### src/hw/rtl/cosf_pkg.sv
// cosf_pkg: shared types, codes and constants of the clock offset sync filter.
// No dependencies. Also holds the elaboration-time gain weight function.
`default_nettype none

package cosf_pkg;

    localparam int unsigned CFG_IDX_W = 8;
    localparam int unsigned CFG_DATA_W = 16;
    localparam int unsigned KIND_W = 3;
    localparam int unsigned NS_W = 20;
    localparam logic [NS_W-1:0] NS_PER_MS = 20'd1000000;
    localparam int unsigned MUL_A_W = 32;
    localparam int unsigned MUL_B_W = 20;
    localparam int unsigned MUL_P_W = MUL_A_W + MUL_B_W;

    typedef enum logic [KIND_W-1:0] {
        KIND_NONE    = 3'd0,
        KIND_SEND    = 3'd1,
        KIND_ACCEPT  = 3'd2,
        KIND_DEV_REJ = 3'd3,
        KIND_RESET   = 3'd4,
        KIND_RTT_REJ = 3'd5,
        KIND_RTT_WARN = 3'd6
    } kind_t;

    typedef enum logic [CFG_IDX_W-1:0] {
        REG_MAX_RTT_MS   = 8'd0,
        REG_MAX_DEV_MS   = 8'd1,
        REG_MAX_HIGH_DEV = 8'd2,
        REG_MAX_HIGH_RTT = 8'd3,
        REG_ALPHA_INIT   = 8'd4,
        REG_ALPHA_FINAL  = 8'd5,
        REG_BETA_INIT    = 8'd6,
        REG_BETA_FINAL   = 8'd7
    } reg_idx_t;

    // shift-and-subtract long division, returns {quotient, remainder}
    function automatic logic [127:0] udivmod(input logic [63:0] n, input logic [63:0] d);
        logic [63:0] q;
        logic [64:0] r;
        q = '0;
        r = '0;
        for (int b = 63; b >= 0; b--) begin
            r = {r[63:0], n[b]};
            if (r >= {1'b0, d}) begin
                r = r - {1'b0, d};
                q[b] = 1'b1;
            end
        end
        return {q, r[63:0]};
    endfunction

    // blend weight p = 1 - exp(-s / (2 (W - s))), Q0.16; elaboration only
    function automatic logic [15:0] rom_p(input int unsigned w, input int unsigned s);
        longint unsigned d;
        longint unsigned k;
        longint unsigned f;
        longint unsigned term;
        longint unsigned e;
        longint unsigned p;
        longint sum;
        int unsigned i;
        logic [127:0] qr;
        d = 64'(2 * (w - s));
        qr = udivmod(64'(s), d);
        k = qr[127:64];
        if (k >= 12) return 16'hFFFF;
        qr = udivmod(qr[63:0] << 32, d);
        f = qr[127:64];
        term = 64'h1_0000_0000;
        sum = 64'sh1_0000_0000;
        for (i = 1; i <= 20; i++) begin
            qr = udivmod((term * f) >> 32, 64'(i));
            term = qr[127:64];
            if (i[0]) sum = sum - longint'(term);
            else sum = sum + longint'(term);
        end
        e = (sum < 0) ? 64'd0 : longint'(sum);
        if (e > 64'h1_0000_0000) e = 64'h1_0000_0000;
        for (i = 0; i < k; i++) e = (e * 64'd1580030169 + 64'h8000_0000) >> 32;
        p = ((64'h1_0000_0000 - e) + 64'd32768) >> 16;
        return (p > 64'd65535) ? 16'hFFFF : p[15:0];
    endfunction

endpackage

`default_nettype wire

### src/hw/rtl/cosf_mul.sv
// cosf_mul: shared unsigned 32 x 20 multiplier with registered product.
// Depends on cosf_pkg for operand widths.
`default_nettype none

module cosf_mul
    import cosf_pkg::*;
(
    input  wire logic               aclk,
    input  wire logic [MUL_A_W-1:0] op_a,
    input  wire logic [MUL_B_W-1:0] op_b,
    output logic      [MUL_P_W-1:0] prod
);

    logic [MUL_P_W-1:0] prod_reg;

    always_ff @(posedge aclk) begin
        prod_reg <= MUL_P_W'(op_a) * MUL_P_W'(op_b);
    end

    assign prod = prod_reg;

endmodule

`default_nettype wire

### config.mk
export PLATFORM = sky130hd
export DESIGN_NAME = cosf_mul
export DESIGN_NICKNAME = d
export VERILOG_FILES = /design/src/hw/rtl/cosf_pkg.sv /design/src/hw/rtl/cosf_mul.sv
export SDC_FILE = /design/constraint.sdc
export NUM_CORES = 2
export LEC_CHECK = 0
export ABC_AREA = 1
export BUFFER_PORTS_ARGS = -buffer_cell sky130_fd_sc_hd__buf_2
export CORE_MARGIN = 2
export CORE_UTILIZATION = 40
export CTS_BUF_LIST = sky130_fd_sc_hd__clkbuf_8
export CTS_CLUSTER_DIAMETER = 100
export DETAILED_ROUTE_END_ITERATION = 12
export RECOVER_POWER = 50
export SYNTH_ARGS = -nofsm -noshare
export SYNTH_HDL_FRONTEND = slang
export SYNTH_SLANG_ARGS = --single-unit
### constraint.sdc
create_clock -name aclk -period 12.9 [get_ports aclk]
set_clock_uncertainty 0.1 [all_clocks]
set_input_delay 1.29 -clock aclk [delete_from_list [all_inputs] [get_ports aclk]]
set_output_delay 1.29 -clock aclk [all_outputs]
set_load 0.01 [all_outputs]
## After elaboration in Yosys (flattened, before gate mapping)

Index checks and enable logic that the tools add are counted.

| operators by class | value |
|---|---|
| multipliers | 1 |

Operators by type and width:

| operator | count |
|---|---|
| multiplier 32 x 20 -> 52 bit | 1 |

| storage, ports and cells | value |
|---|---|
| register bits | 52 |
| bits of input ports | 53 |
| output and inout bits | 52 |
| word-level logic and storage cells | 2 |

## Depth between registers and ports, before layout

| logic depth | value |
|---|---|
| word-level depth | 1 |
| mapped depth | 29 |
| mapped depth without buffers | 28 |

## Worst setup path after synthesis

OpenSTA, ideal clock, no wires.

| timing | value |
|---|---|
| kind | input -> register |
| from | in op_a[26] |
| to | reg prod_reg[51], in the netlist prod[51] |
| data arrival time | 6.446 ns |
| required time | 12.688 ns |
| setup slack | 6.242 ns |
| stages on the path | 24 |
| path buffers | 1 |
| cell sequence | clkbuf_1 -> nand2_1 -> fa_1 -> inv_1 -> fa_1 -> inv_1 -> fa_1 -> inv_1 -> fa_1 -> fa_1 -> fa_1 -> inv_1 -> fa_1 -> inv_1 -> ha_1 -> nand2_1 -> nor2_1 -> inv_1 -> nor2_1 -> nand2_1 -> nor2_1 -> nand2_1 -> nand3_1 -> nand2_1 |

| on the way | value |
|---|---|
| cells in the longest elaborated chain, start to end | 1 |

Ends and longest elaborated chain:

| element | RTL line | source |
|---|---|---|
| start, declared | cosf_mul.sv:9 | `input wire logic [MUL_A_W-1:0] op_a,` |
| multiplier 32 x 20 -> 52 bit | cosf_mul.sv:17 | `prod_reg <= MUL_P_W'(op_a) * MUL_P_W'(op_b);` |
| end signal, assigned | cosf_mul.sv:17 |  |
| end, declared | cosf_mul.sv:14 | `logic [MUL_P_W-1:0] prod_reg;` |

No other way between the ends.

## Worst setup path in the final report

| timing | value |
|---|---|
| from | in op_b[11] |
| to | reg prod_reg[26], in the netlist prod[26] |

| on the way | value |
|---|---|
| cells in the longest elaborated chain, start to end | 1 |

Ends and longest elaborated chain:

| element | RTL line | source |
|---|---|---|
| start, declared | cosf_mul.sv:10 | `input wire logic [MUL_B_W-1:0] op_b,` |
| multiplier 32 x 20 -> 52 bit | cosf_mul.sv:17 |  |

No other way between the ends.

==> results.json <==
{
  "final_nets": 3920,
  "post_cts_buffers": 0,
  "setup_tns_ps": 0,
  "finalWirelength_microns": 62000,
  "syn_nets": 3933,
  "globalplace.congestion": 0.964,
  "cp_data_required_time_ps": 13020,
  "via_per_inst": 4.63,
  "num_rows": 88,
  "flow.area_growth_from_synthesis_pct": 4.47,
  "slew_headroom_pct": 9.85,
  "core_area_sq_um": 57800,
  "portBuffers": 104,
  "dr.pass1.iters": 5,
  "cp_max_fo": 32,
  "hp-class": "input pin to flop",
  "drv_slew": 0,
  "holdPathStages": 3,
  "ios": 105,
  "track_usage_pct": 21.5,
  "die_h_microns": 246,
  "dieArea_sq_um": 60600,
  "cts_tree": "built",
  "ant_nets": 0,
  "yosysSeqAreaShare_pct": 4.43,
  "cts_buffers": 5,
  "ys_types": 32,
  "vias": 18300,
  "final.min_clock_period_ps": 7480,
  "min_from": "op_a[0]",
  "fmax_mhz": 134,
  "grt_setup_unrepaired": "false",
  "finalNonFillerCells": 3939,
  "cts_resized": 0,
  "yosysTopAreaCellShare_pct": 45.7,
  "cts_max_path_buffers": 2,
  "postCtsHoldBufs": 0,
  "utilization_pct": 42.4,
  "numClockSinks": 52,
  "grt_pass1_wl_microns": 103000,
  "worstPathArrival_ps": 7600,
  "ys_ff_latch": 52,
  "yosysWarnings": 0,
  "grt_max_degree": 33,
  "worst_pin_slew_ps": 1350,
  "hpwlAfterDp_microns": 51900,
  "hold_violations": 0,
  "layout_commonest_cell": "inv_1",
  "overflow": 0,
  "hold_end": "prod[0]",
  "status": "finished, final reports clean",
  "cp-end-kind": "flop",
  "yosys.area.top_type": "fa_1",
  "start_util_pct": 40.6,
  "drt-initial-drc-count": 957,
  "antenna_found_initial": 5,
  "avgRoutedWirePerCell_microns": 15.7,
  "final_cell_mix": "1,038 x inv_1, 1,003 x nand2_1, 536 x fa_1, 162 x ha_1, 70 x nor2_1",
  "syn_area_per_cell_sq_um": 7.38,
  "max_cap_viol_count": 0,
  "fp.dieW_microns": 246,
  "largest_reg_flops": 52,
  "clock-root-buffer": "clkbuf_8",
  "setup_violations": 0,
  "drcViolationCount": 0,
  "synth.area.top_cells": "fa_1 46%, inv_1 17%, nand2_1 16%",
  "grt_pass1_vias": 19200,
  "place_inst": 3927,
  "synth_area_sq_um": 23500,
  "htreeDepth": 2,
  "worst_hold_slack_ps": 1320,
  "crit_type": "input pin to flop",
  "syn_inst": 3182,
  "drive_above_1_share_pct": 3.28,
  "period_share_pct": 58.0,
  "clk_pin_slew_ps": 110,
  "cp-start-kind": "input pin"
}
[metrics by stage]
step | instance area, sq um | setup WS [ps]
floorplan | 23500 | 6240
global placement | 24500 | 5030
detailed placement | 24500 | 5040
CTS | 24600 | 5400
global route | 24500 | 5110
finish | 24500 | 5420
[cell usage after synthesis, drive strengths merged]
cell type	number
and3	1
inv	1041
a21boi	2
nand3	42
nand2	1016
xnor2	4
fa	536
nand3b	6
dfxtp	52
a21o	1
a21oi	37
o21ai	6
nor3	11
nor4	2
ha	162
nand4	9
xor2	30
o21bai	8
nor2	87
o21a	2
and2	1
clkbuf	124
or2	1
a31oi	1
[logic make-up after synthesis]
logic type | after synthesis | share of synthesized area, %
AOI/OAI and AO/OA | 57 | 1.36
and+or+nand+nor | 1176 | 20.0
xor gates and xnor gates | 34 | 1.27
DFF | 52 | 4.43
adders and majority gates | 698 | 54.3
buffers and inverters | 1165 | 18.6
[layout make-up]
| type | instances | area [sq um] |
|---|---|---|
| clock buffer | 5 | 68.8 |
| inverter | 1041 | 3910 |
| multi-input combinational | 1965 | 18100 |
| timing repair buffer | 104 | 457 |
| tap | 765 | 957 |
| sequential | 52 | 1040 |
| fill | 6068 | 33300 |
| antenna | 4 | 10.0 |
| clock inverter | 3 | 22.5 |
[routing by layer]
layer / vias to the layer above / part of all wire, % / global-route usage, %
li1: 8694 / - / -
met1: 9059 / 43 / 28.4
met2: 396 / 50 / 38.3
met3: 101 / 3.9 / 1.39
met4: 0 / 2.6 / 5.69
met5: - / 0 / 0
[critical path: stages]
cell and delay (ps):
buf_2 690, nand2_1 180, fa_1 570, inv_1 50
fa_1 500, inv_1 50, fa_1 540, inv_1 50
fa_1 450, fa_1 400, fa_1 540, inv_1 60
fa_1 480, inv_1 40, ha_1 400, nand2_1 140
nor2_1 230, nand2_1 130, inv_1 110, nand3_1 100
nand3b_1 170, xor2_1 370
[worst max path at each step]
stage,startpoint,endpoint,depth (start not counted)
6_report,op_b[11],prod[26],22
5_1_grt,op_b[11],prod[27],23
4_1_cts,op_b[11],prod[26],22
3_5_place_dp,op_b[11],prod[26],22
3_3_place_gp,op_b[11],prod[27],23
2_1_floorplan,op_a[26],prod[51],24
Power is left out: the tool's default activity adds up to more than one toggle a clock period on the data nets, which glitch-free logic cannot reach.
